`src/rtl/vps_pkg.sv`:
```
// Shared types, constants and helpers for the vertex projection block.
`default_nettype none
package vps_pkg;
  localparam int VTX_W      = 32;
  localparam int COEF_W     = 21;
  localparam int ACC_W      = 56;
  localparam int REM_W      = 88;
  localparam int VP_W       = 13;
  localparam int GROUP_W    = 63;
  localparam int NUM_GROUPS = 6;
  localparam int CFG_DW     = 64;
  localparam int CFG_AW     = 6;
  localparam int SCR_W      = 48;

  localparam logic [2:0] REG_COEF0 = 3'd0;
  localparam logic [2:0] REG_COEF1 = 3'd1;
  localparam logic [2:0] REG_COEF2 = 3'd2;
  localparam logic [2:0] REG_COEF3 = 3'd3;
  localparam logic [2:0] REG_COEF4 = 3'd4;
  localparam logic [2:0] REG_COEF5 = 3'd5;
  localparam logic [2:0] REG_VP_W  = 3'd6;
  localparam logic [2:0] REG_VP_H  = 3'd7;

  typedef struct packed {
    logic [NUM_GROUPS-1:0][GROUP_W-1:0] coef_group;
    logic [VP_W-1:0]                    vp_width;
    logic [VP_W-1:0]                    vp_height;
  } vps_cfg_t;

  typedef struct packed {
    logic [2:0][ACC_W-1:0] num_mag;
    logic [ACC_W-1:0]      den_mag;
    logic [2:0]            neg;
    logic                  near0;
    logic [2:0][VTX_W-1:0] vert;
  } vps_frac_t;

  typedef struct packed {
    logic [2:0][VTX_W-1:0] clip;
    logic                  near0;
  } vps_clip_t;

  function automatic logic [VTX_W-1:0] sat32(input logic signed [SCR_W-1:0] v);
    logic signed [SCR_W-1:0] hi;
    logic signed [SCR_W-1:0] lo;
    hi = SCR_W'(signed'(32'sh7FFFFFFF));
    lo = SCR_W'(signed'(32'sh80000000));
    if (v > hi) begin
      sat32 = 32'h7FFFFFFF;
    end else if (v < lo) begin
      sat32 = 32'h80000000;
    end else begin
      sat32 = v[VTX_W-1:0];
    end
  endfunction
endpackage
`default_nettype wire

```
`src/rtl/vps_regs.sv`:
```
// APB configuration registers: matrix coefficient groups and viewport size.
`default_nettype none
module vps_regs (
  input  logic                     clk,
  input  logic                     rst,
  input  logic                     psel,
  input  logic                     penable,
  input  logic                     pwrite,
  input  logic [5:0]               paddr,
  input  logic [63:0]              pwdata,
  output logic [63:0]              prdata,
  output logic                     pready,
  output vps_pkg::vps_cfg_t        cfg
);
  import vps_pkg::*;

  logic [2:0] idx;
  logic       wr;

  assign idx    = paddr[5:3];
  assign wr     = psel && penable && pwrite && pready;
  assign pready = 1'b1;

  always_ff @(posedge clk) begin
    if (rst) begin
      cfg.coef_group[0] <= 63'd4096;
      cfg.coef_group[1] <= 63'd18014398509481984;
      cfg.coef_group[2] <= 63'd0;
      cfg.coef_group[3] <= 63'd8589934592;
      cfg.coef_group[4] <= 63'd0;
      cfg.coef_group[5] <= 63'd4096;
      cfg.vp_width      <= 13'd320;
      cfg.vp_height     <= 13'd240;
    end else if (wr) begin
      case (idx)
        REG_VP_W: cfg.vp_width  <= pwdata[VP_W-1:0];
        REG_VP_H: cfg.vp_height <= pwdata[VP_W-1:0];
        default:  cfg.coef_group[idx] <= pwdata[GROUP_W-1:0];
      endcase
    end
  end

  always_comb begin
    case (idx)
      REG_VP_W: prdata = {51'd0, cfg.vp_width};
      REG_VP_H: prdata = {51'd0, cfg.vp_height};
      default:  prdata = {1'b0, cfg.coef_group[idx]};
    endcase
  end
endmodule
`default_nettype wire

```
`config.mk`:
```
export PLATFORM = sky130hd
export DESIGN_NAME = vps_regs
export DESIGN_NICKNAME = d
export VERILOG_FILES = /design/src/rtl/vps_pkg.sv /design/src/rtl/vps_regs.sv
export SDC_FILE = /design/constraint.sdc
export NUM_CORES = 1
export LEC_CHECK = 0
export ABC_AREA = 0
export BUFFER_PORTS_ARGS = -buffer_cell sky130_fd_sc_hd__buf_2
export CORE_ASPECT_RATIO = 1.1
export CORE_MARGIN = 8
export CORE_UTILIZATION = 48
export DETAILED_ROUTE_END_ITERATION = 8
export HOLD_SLACK_MARGIN = 0.05
export PLACE_DENSITY = 0.87
export SLEW_MARGIN = 30
export SYNTH_ARGS = -nofsm -noshare
export SYNTH_HDL_FRONTEND = slang
export SYNTH_SLANG_ARGS = --single-unit
```
`constraint.sdc`:
```
create_clock -name clk -period 2 [get_ports clk]
set_input_delay 0.4 -clock clk [delete_from_list [all_inputs] [get_ports clk]]
set_output_delay 0.4 -clock clk [all_outputs]
set_load 0.05 [all_outputs]
```
==> results list <==
- Number of buffers and inverters on the critical path: 1
* Achievable frequency: 470.6 MHz
* Prevailing post-synth register cell: dfxtp_1
- Antenna violations before repair: 10
* Share of synthesized area spent on multiplexers: 0.1968
* Area of the die: 46260 sq um
- Critical Setup Path Class: reg -> out
* Relative max-transition margin: 0.4614
* CP max stage cell: dfxtp_1
- Detailed Route WL: 93.47 mm
- Nets in the synthesized netlist: 2107
- After synthesis, the largest family of logic cells by area is multiplexers.
- Remaining antenna violation count: 0
* Most used cells in the layout excluding fill and tap cells: buf_2, nand2b_1, dfxtp_1
* Number of buffers created by CTS: 42
* Fraction of registers with async set or reset after synthesis: 0
* Post-DP HPWL: 53.97 mm
* Setup slack of the worst register-to-register path: 0.97 ns
- The clock tree synthesis step divided the H-tree into 2 levels.
* Number of hold-slack violations in the final timing report: 0
* Overall track demand over capacity in global routing: 0.3637
* Global placer's final weighted congestion: 0.9505
- Of the total synthesized cell area, the portion taken by XOR and XNOR cells is 0.
- Critical-path maximum fanout: 3
- For this design, the sink count on the clock tree is 404.
- Worst Path Arrival: 1.73 ns
* Peak supply drop: 0.7533 mV
* Leakage power figure: 0.01265 uW
* Number of flops mapped to enable cells by yosys: 0
* Post-synthesis cell count: 2032
- The clock arrives with 0 ns of skew.
* Routed via count divided by cell count: 6.679
- Syn avg cell area: 9.361 sq um
- # port buffers: 537
- The total area inside the core boundary comes to 39180 sq um.
- Maximum count of clock buffers along a single path: 3
- Final worst path period share: 1.063
* Count of synthesis-stage warnings from yosys: 0
- Category of cells accounting for the largest share of critical-path delay: flip-flops
* Register name with the most flops: cfg
- Setup violations remaining at the end of the flow were counted as 37.
* Worst setup slack after placement: -0.3118 ns
* Area share of and/or/nand/nor cells after synthesis: 0.1570
* Global-route wire length before repair: 130.5 mm
- Skew-Pair Late Insertion Delay: 0.54 ns
- After synthesis the cells add up to 19020 sq um.
- Hold is met by 0.1377 ns.
- The routed layout has 21253 vias.
- Count of standard-cell rows: 76
- Sum of overflow across all layers after global routing: 0
- X dimension of the die: 205.8 um
- Of the total synthesized cell area, the portion taken by full adders, half adders and majority gates is 0.
* Area growth from synthesis to layout: 43.82%
- STA classifies the critical path endpoint as an output port.
* Delay of the slowest critical-path stage: 0.36 ns
* Vertical die dimension: 224.8 um
- Clock slew at the register clock pins of the worst setup and hold paths: 0.07 ns
* Vias in the first global route: 21192
- Number of max-slew violations in the final report: 0
- Reported max-cap violation count: 0
- Traced cell by cell, the critical path runs through mux2_2 -> a22oi_1 -> o22ai_1 -> buf_4.
* Worst Max-Slew Pin Slew: 0.8079 ns
* TritonCTS clock tree: built
- Distinct cell type count of the synthesized netlist: 40
- Area used by sequential logic in the layout: 8272 sq um
- Layout cells sized above 1: 0.4538
- Area used by multi-input combinational logic: 10990 sq um
- The library cell used most frequently in the layout, excluding fill and tap cells, is buf_2.
* Routed length per instance: 29.38 um
- STA puts the critical path data required time at 1.60 ns.
- For this run, the post-layout net count is 2705.
- Fillers: 2500
- In the final layout, the registers with the most flip-flops are cfg x404.
- Startpoint types: flip-flop
- Measured on the finished design, the core utilization comes to 0.6983.
- I/O pin count: 544
* Least setup slack across all paths after layout: -0.1252 ns
- Total of hold buffers inserted after clock tree synthesis: 0
* Violated checks: setup timing
- Flip-flop and latch count after synthesis: 404
- For this configuration, the core starts out at a cell density of 0.4855.
- The cell sitting at the root of the clock tree is a clkbuf_16.
* Compound-gate portion of the synthesized area: 0.1613
* Status: finished, violations left
- Maximum number of pins on one net before global-route repair: 190
- Of the synthesized area, sequential elements account for 0.4252.
- For this block, the initial DRC count from the detailed router was 2839.
* Power per Cell Area: 693.5 nW/um^2
- Post-detailed-route DRC marker count: 0
- Max reg flops: 404
* Setup repair after global routing missed its margin: yes
* 1st-pass router iterations: 8
- The tightest min-delay check is of the in -> reg type.
* Post-layout minimum cycle time: 2.125 ns
-- metal layers --
metal	GRT usage	up-vias	wire length (um)	part of all wire
met5	0	-	0	0
met4	0.2646	0	8083	0.086
met3	0.1147	701	12390	0.13
met2	0.5771	2139	42510	0.45
met1	0.4076	9902	30490	0.33
li1	-	8511	-	-
-- worst paths after layout --
check,start,to,cells after the start
setup reg to reg,cfg[250]$_SDFFE_PP0P_,cfg[250]$_SDFFE_PP0P_,2
setup / recovery,cfg[362]$_SDFFE_PP0P_,prdata[21],4
hold reg to reg,cfg[398]$_SDFFE_PP0P_,cfg[398]$_SDFFE_PP0P_,2
hold / removal,pwdata[11],cfg[163]$_SDFFE_PP0P_,3
-- cells by family after synthesis --
group           after synthesis
compound gates              531
buf+inv                     212
flops                       404
mux                         352
other cells                   2
simple gates                531
-- worst min-delay path, stage by stage --
cell and delay (ns):
buf_2 0.12, nand3_1 0.06, a21oi_1 0.05
-- where the power goes --
group / switching, uW / internal, uW / leakage, uW
clock: 3480 / 5000 / 0.000746
sequential: 62.8 / 8100 / 0.00332
combinational: 1490 / 848 / 0.00858
total: 5030 / 13900 / 0.0127
-- timing repair --
item,in CTS,in global routing
setup buffers,52,24
resized for setup,300,133
endpoints found under the setup margin,63,62
hold endpoints to repair,0,0
pin swaps,46,56
gates cloned,14,3
-- cells in the mapped netlist (3+ instances only) --
| cell type | count | area, sq um |
|---|---|---|
| nand2b_1 | 275 | 1720 |
| mux2_2 | 76 | 855.8 |
| buf_1 | 6 | 22.52 |
| dfxtp_1 | 404 | 8088 |
| nand3_1 | 187 | 935.9 |
| nor2_1 | 25 | 93.84 |
| o21ai_0 | 181 | 905.9 |
| mux4_2 | 10 | 225.2 |
| o221ai_1 | 17 | 148.9 |
| o22a_1 | 8 | 70.07 |
| o2bb2ai_1 | 7 | 61.31 |
| buf_2 | 65 | 325.3 |
| o22ai_1 | 33 | 206.5 |
| mux2i_1 | 266 | 2663 |
| a22oi_1 | 80 | 600.6 |
| a21oi_1 | 187 | 935.9 |
| and2_1 | 3 | 18.77 |
| nand2_1 | 28 | 105.1 |
| buf_6 | 16 | 180.2 |
| buf_4 | 29 | 217.7 |
| o21ai_1 | 7 | 35.03 |
| a221o_1 | 7 | 70.07 |
| clkbuf_1 | 92 | 345.3 |
-- per-stage QoR --
stage          total power (uW)  TNS [ns]  instances  instance area (sq um)
2_1_floorplan              9444    -3.596       2032                  19530
5_1_grt                   19310    -2.899       3179                  27350
3_5_place_dp              10200    -22.10       3004                  23450
3_3_place_gp              10160    -10.93       3004                  23450
6_report                  18970    -1.519       3182                  27360
4_1_cts                   18680   -0.9107       3147                  26730
-- final cells by class --
cell class | instances | area share
multi-input combinational | 1416 | 0.4018
sequential | 404 | 0.3024
timing repair buffer | 764 | 0.2167
clock buffer | 66 | 0.05027
tap | 507 | 0.02319
clock inverter | 12 | 0.004391
antenna | 11 | 0.001006
inverter | 2 | 0.0002744
(Power assumes the default switching activity.)
