<file path="src/rtl/vps_pkg.sv">
// Shared types, constants and helpers for the vertex projection block.
`default_nettype none
package vps_pkg;
  localparam int VTX_W      = 32;
  localparam int COEF_W     = 21;
  localparam int ACC_W      = 56;
  localparam int REM_W      = 88;
  localparam int VP_W       = 13;
  localparam int GROUP_W    = 63;
  localparam int NUM_GROUPS = 6;
  localparam int CFG_DW     = 64;
  localparam int CFG_AW     = 6;
  localparam int SCR_W      = 48;

  localparam logic [2:0] REG_COEF0 = 3'd0;
  localparam logic [2:0] REG_COEF1 = 3'd1;
  localparam logic [2:0] REG_COEF2 = 3'd2;
  localparam logic [2:0] REG_COEF3 = 3'd3;
  localparam logic [2:0] REG_COEF4 = 3'd4;
  localparam logic [2:0] REG_COEF5 = 3'd5;
  localparam logic [2:0] REG_VP_W  = 3'd6;
  localparam logic [2:0] REG_VP_H  = 3'd7;

  typedef struct packed {
    logic [NUM_GROUPS-1:0][GROUP_W-1:0] coef_group;
    logic [VP_W-1:0]                    vp_width;
    logic [VP_W-1:0]                    vp_height;
  } vps_cfg_t;

  typedef struct packed {
    logic [2:0][ACC_W-1:0] num_mag;
    logic [ACC_W-1:0]      den_mag;
    logic [2:0]            neg;
    logic                  near0;
    logic [2:0][VTX_W-1:0] vert;
  } vps_frac_t;

  typedef struct packed {
    logic [2:0][VTX_W-1:0] clip;
    logic                  near0;
  } vps_clip_t;

  function automatic logic [VTX_W-1:0] sat32(input logic signed [SCR_W-1:0] v);
    logic signed [SCR_W-1:0] hi;
    logic signed [SCR_W-1:0] lo;
    hi = SCR_W'(signed'(32'sh7FFFFFFF));
    lo = SCR_W'(signed'(32'sh80000000));
    if (v > hi) begin
      sat32 = 32'h7FFFFFFF;
    end else if (v < lo) begin
      sat32 = 32'h80000000;
    end else begin
      sat32 = v[VTX_W-1:0];
    end
  endfunction
endpackage
`default_nettype wire

</file>
<file path="src/rtl/vps_if.sv">
// Item channels for vertices in and projected results out.
`default_nettype none


interface vps_out_if;
  logic              valid;
  logic              ready;
  logic signed [31:0] screen_x;
  logic signed [31:0] screen_y;
  logic signed [31:0] depth_z;
  logic signed [31:0] clip_x;
  logic signed [31:0] clip_y;
  logic signed [31:0] clip_z;
  logic              w_near_zero;
  modport source(output valid, output screen_x, output screen_y, output depth_z,
                 output clip_x, output clip_y, output clip_z, output w_near_zero,
                 input ready);
  modport sink(input valid, input screen_x, input screen_y, input depth_z,
               input clip_x, input clip_y, input clip_z, input w_near_zero,
               output ready);
endinterface
`default_nettype wire

</file>
<file path="src/rtl/vps_view.sv">
// Viewport mapping: scale clip x,y by the screen size, offset by half (y inverted), saturate.
`default_nettype none
module vps_view #(
  parameter int VERTEX_FRAC_BITS = 16
) (
  input  logic                clk,
  input  logic                rst,
  input  vps_pkg::vps_cfg_t   cfg,
  input  logic                in_valid,
  output logic                in_ready,
  input  vps_pkg::vps_clip_t  in_data,
  vps_out_if.source           out_ch
);
  import vps_pkg::*;

  logic [1:0] v;
  logic [1:0] en;
  vps_clip_t  c0;
  logic signed [SCR_W-1:0] px;
  logic signed [SCR_W-1:0] py;
  logic signed [SCR_W-1:0] hw;
  logic signed [SCR_W-1:0] hh;

  assign hw = $signed(SCR_W'(cfg.vp_width))  <<< (VERTEX_FRAC_BITS - 1);
  assign hh = $signed(SCR_W'(cfg.vp_height)) <<< (VERTEX_FRAC_BITS - 1);

  assign en[1]        = !v[1] || out_ch.ready;
  assign en[0]        = !v[0] || en[1];
  assign in_ready     = en[0];
  assign out_ch.valid = v[1];

  always_ff @(posedge clk) begin
    if (rst) begin
      v <= '0;
    end else begin
      if (en[0]) v[0] <= in_valid;
      if (en[1]) v[1] <= v[0];
    end
  end

  always_ff @(posedge clk) begin
    if (en[0]) begin
      c0 <= in_data;
      px <= SCR_W'($signed(in_data.clip[0]) * $signed({1'b0, cfg.vp_width}));
      py <= SCR_W'($signed(in_data.clip[1]) * $signed({1'b0, cfg.vp_height}));
    end
    if (en[1]) begin
      out_ch.screen_x    <= sat32(px + hw);
      out_ch.screen_y    <= sat32(hh - py);
      out_ch.depth_z     <= c0.clip[2];
      out_ch.clip_x      <= c0.clip[0];
      out_ch.clip_y      <= c0.clip[1];
      out_ch.clip_z      <= c0.clip[2];
      out_ch.w_near_zero <= c0.near0;
    end
  end
endmodule
`default_nettype wire

</file>
<file path="src/flat_wrapper.sv">
// flat-port wrapper written by rule: the top's interface ports become plain ports
module vps_view_flat import vps_pkg::*;
#(
  parameter int VERTEX_FRAC_BITS = 16
)
  (clk, rst, cfg, in_valid, in_ready, in_data, out_ch_valid, out_ch_screen_x, out_ch_screen_y, out_ch_depth_z, out_ch_clip_x, out_ch_clip_y, out_ch_clip_z, out_ch_w_near_zero, out_ch_ready);
  vps_out_if out_ch_i ();
  input  logic clk;
  input  logic rst;
  input  vps_pkg::vps_cfg_t cfg;
  input  logic in_valid;
  output logic in_ready;
  input  vps_pkg::vps_clip_t in_data;
  output wire logic [$bits(out_ch_i.valid)-1:0] out_ch_valid;
  output wire logic [$bits(out_ch_i.screen_x)-1:0] out_ch_screen_x;
  output wire logic [$bits(out_ch_i.screen_y)-1:0] out_ch_screen_y;
  output wire logic [$bits(out_ch_i.depth_z)-1:0] out_ch_depth_z;
  output wire logic [$bits(out_ch_i.clip_x)-1:0] out_ch_clip_x;
  output wire logic [$bits(out_ch_i.clip_y)-1:0] out_ch_clip_y;
  output wire logic [$bits(out_ch_i.clip_z)-1:0] out_ch_clip_z;
  output wire logic [$bits(out_ch_i.w_near_zero)-1:0] out_ch_w_near_zero;
  input wire logic [$bits(out_ch_i.ready)-1:0] out_ch_ready;
  assign out_ch_valid = out_ch_i.valid;
  assign out_ch_screen_x = out_ch_i.screen_x;
  assign out_ch_screen_y = out_ch_i.screen_y;
  assign out_ch_depth_z = out_ch_i.depth_z;
  assign out_ch_clip_x = out_ch_i.clip_x;
  assign out_ch_clip_y = out_ch_i.clip_y;
  assign out_ch_clip_z = out_ch_i.clip_z;
  assign out_ch_w_near_zero = out_ch_i.w_near_zero;
  assign out_ch_i.ready = out_ch_ready;
  vps_view #(.VERTEX_FRAC_BITS(VERTEX_FRAC_BITS)) u_core (.clk(clk), .rst(rst), .cfg(cfg), .in_valid(in_valid), .in_ready(in_ready), .in_data(in_data), .out_ch(out_ch_i));
endmodule
</file>
<file path="config.mk">
export PLATFORM = sky130hd
export DESIGN_NAME = vps_view_flat
export DESIGN_NICKNAME = d
export VERILOG_FILES = /design/src/rtl/vps_pkg.sv /design/src/rtl/vps_if.sv /design/src/rtl/vps_view.sv /design/src/flat_wrapper.sv
export SDC_FILE = /design/constraint.sdc
export NUM_CORES = 2
export LEC_CHECK = 0
export ABC_AREA = 1
export BUFFER_PORTS_ARGS = -buffer_cell sky130_fd_sc_hd__buf_2
export CORE_ASPECT_RATIO = 1.2
export CORE_MARGIN = 3
export CORE_UTILIZATION = 62
export DETAILED_ROUTE_END_ITERATION = 10
export PLACE_DENSITY_LB_ADDON = 0.08
export SKIP_CTS_REPAIR_TIMING = 1
export SYNTH_ARGS = -nofsm -noshare
export SYNTH_HDL_FRONTEND = slang
export SYNTH_SLANG_ARGS = --single-unit
</file>
<file path="constraint.sdc">
create_clock -name clk -period 11.25 [get_ports clk]
set_input_delay 1.6875 -clock clk [delete_from_list [all_inputs] [get_ports clk]]
set_output_delay 1.6875 -clock clk [all_outputs]
set_load 0.03 [all_outputs]
</file>
==> qor.csv <==
metric,value,unit
htree_levels,2,
finalWirelength,130.7,mm
multiInputGateArea,0.02860,sq mm
grt_use_total,0.3524,
grt_max_degree,71,
fp.coreArea,0.07270,sq mm
fmax,130.2,MHz
num-fill-cells,6121,
gp_congestion,1.039,
synth-seq-cells,352,
hold_violations,0,
final_cell_area,0.04916,sq mm
detailed_place_hpwl,105.5,mm
wl_per_cell,19.95,microns
vias_per_cell,5.328,
final_util,0.6762,
antenna_found_initial,7,
rsz0062_at_grt,false,
worstMarginPinSlew,982.1,ps
arrival,7980,ps
remaining_drc_errors,0,
synth_top_area_share,0.3308,
setup_viol,0,
synth.yosys.warnings,0,
synth_edf_count,350,
crit_slowest_cell,fa_1,
synthTopCellsByArea,"fa_1 (33%), edfxtp_1 (23%), inv_1 (13%)",
vias,34910,
postSynthCellCount,5397,
drive_above_1_share,0.07981,
drv_slew,0,
drtAntennaViolNets,0,
regArea,0.01055,sq mm
hold_class,reg -> reg,
die_h,303.8,microns
grt_pass1_wl,205.4,mm
gr-total-overflow,0,
max_stage_delay,620,ps
worst-path-max-fanout,33,
drt_iter0_markers,2019,
clk_pin_slew,60,ps
status,finished clean,
async_flop_share,0,
path_class,in -> reg,
port_buffers,321,
clkSinkCount,352,
yosysTopAreaCell,fa_1,
synth-main-ff-cell,edfxtp_1,
crit_chain,buf_2 > buf_4 > nand2_1 > fa_1 > fa_1 > inv_1 > fa_1 > inv_1 > fa_1 > inv_1 > fa_1 > inv_1 > fa_1 > inv_1 > ha_1 > nand4_1 > nor2_1 > inv_1 > nor4_1 > nand2_1 > o211ai_1 > xnor2_1,
die_w,254.1,microns
dieArea,0.07720,sq mm
ys_types,50,
syn_area,0.04581,sq mm
clock_latency,620,ps
max-slew-margin-rel,0.3453,
period_share,0.6826,
placed_area,0.04780,sq mm
cts_tree,built,
synth.avg_cell_area,8.489,sq um
tns,0,ps
ys_seq_area_frac,0.2303,
syn_nets,6898,
layout.nets,7084,
root_buffer,clkbuf_16,
min_period,7679,ps
initial_utilization,0.6302,
cp.required,11560,ps
io_pins,700,
cts_buffers,39,
end_kind,flop,
num_rows,108,
maxCapViolCount,0,
first_pass_iters,6,
grt_pass1_vias,37870,
start_kind,input pin,
syn2layout_area_growth,7.300,%
post-synth-top-count-cell,inv_1,
skew,39.33,ps
synth_common_cells,"inv_1 (1,538), nand2_1 (1,432), fa_1 (757)",
cts.path.max_buffers,3,
-- layout by cell type, fill, tap and decap left out, types with 8 or more instances in the layout --
cell type	instances
nand3b_1	9
fa_1	757
nor2_2	11
xnor2_1	45
ha_1	239
clkbuf_16	39
o21bai_1	11
nand2_2	23
nor3_1	20
o21ai_0	71
edfxtp_1	350
xor2_1	97
a31oi_1	16
nand4_1	30
and3_1	8
buf_4	10
a21oi_1	125
nor2_1	241
a21o_1	19
nand3_1	106
o211ai_1	8
inv_1	1538
nand2_1	1431
buf_2	321
-- per-stage QoR --
stage / setup WS, ps / instances / hold WS [ps]
after CTS: 3691 / 6548 / 412.3
after floorplan: 3001 / 5397 / 400.3
after global placement: 3148 / 6477 / 400.3
after global routing: 3439 / 6548 / 419.8
after detailed placement: 3057 / 6477 / 404.5
final: 3571 / 6551 / 411.5
-- layer usage --
metal / track usage / part of all wire
met4: 0.2544 / 0.091
met2: 0.6206 / 0.50
met3: 0.06727 / 0.068
met1: 0.3756 / 0.34
met5: 0 / 0.00040
-- layout make-up --
type,instances,share of cell area
Timing Repair Buffer,331,0.03421
Sequential cell,352,0.2146
Multi-Input combinational cell,3316,0.5819
Tap cell,935,0.02380
Clock buffer,46,0.02039
Inverter,1543,0.1178
Clock inverter,25,0.007127
Antenna cell,3,0.0001527
-- path summary, 6_finish.rpt --
path                  from                        end  slack [ps]  cells past startpoint
max reg2reg  u_core.px[15]  u_core.out_ch.screen_x[1]        7770                     18
min          u_core.c0[68]    u_core.out_ch.clip_z[3]         410                      0
max                cfg[16]              u_core.px[46]        3570                     22
min reg2reg  u_core.c0[68]    u_core.out_ch.clip_z[3]         410                      0
-- registers in the layout, indices dropped and copies added, names as in the netlist --
register / count
u_core.c0: 97
u_core.out_ch.clip_x: 32
u_core.out_ch.clip_y: 32
u_core.out_ch.clip_z: 32
u_core.out_ch.screen_x: 32
u_core.out_ch.screen_y: 32
u_core.out_ch.w_near_zero: 1
u_core.px: 46
u_core.py: 46
u_core.v: 2
-- critical path, delay by kind of cell --
family,cells,cell delay (ps)
compound gates,1,540
xor+xnor,1,180
simple gates,5,890
fa+ha+maj,7,3570
buf+inv,8,1070
-- cells by family (layout without fill, tap and decap cells) --
kind of cell | Yosys count | count (layout) | share of synthesized area
AO/OA/AOI/OAI | 271 | 271 | 0.03354
XOR/XNOR | 143 | 143 | 0.02750
adder cells (fa/ha/maj) | 996 | 996 | 0.3961
buffers and inverters | 1729 | 1945 | 0.1458
flip-flops | 352 | 352 | 0.2303
other | 0 | 3 | 0
AND/OR/NAND/NOR | 1906 | 1906 | 0.1668
Power is not shown: default switching activity piles up to over one toggle a cycle in this logic, so the estimate is an artifact.
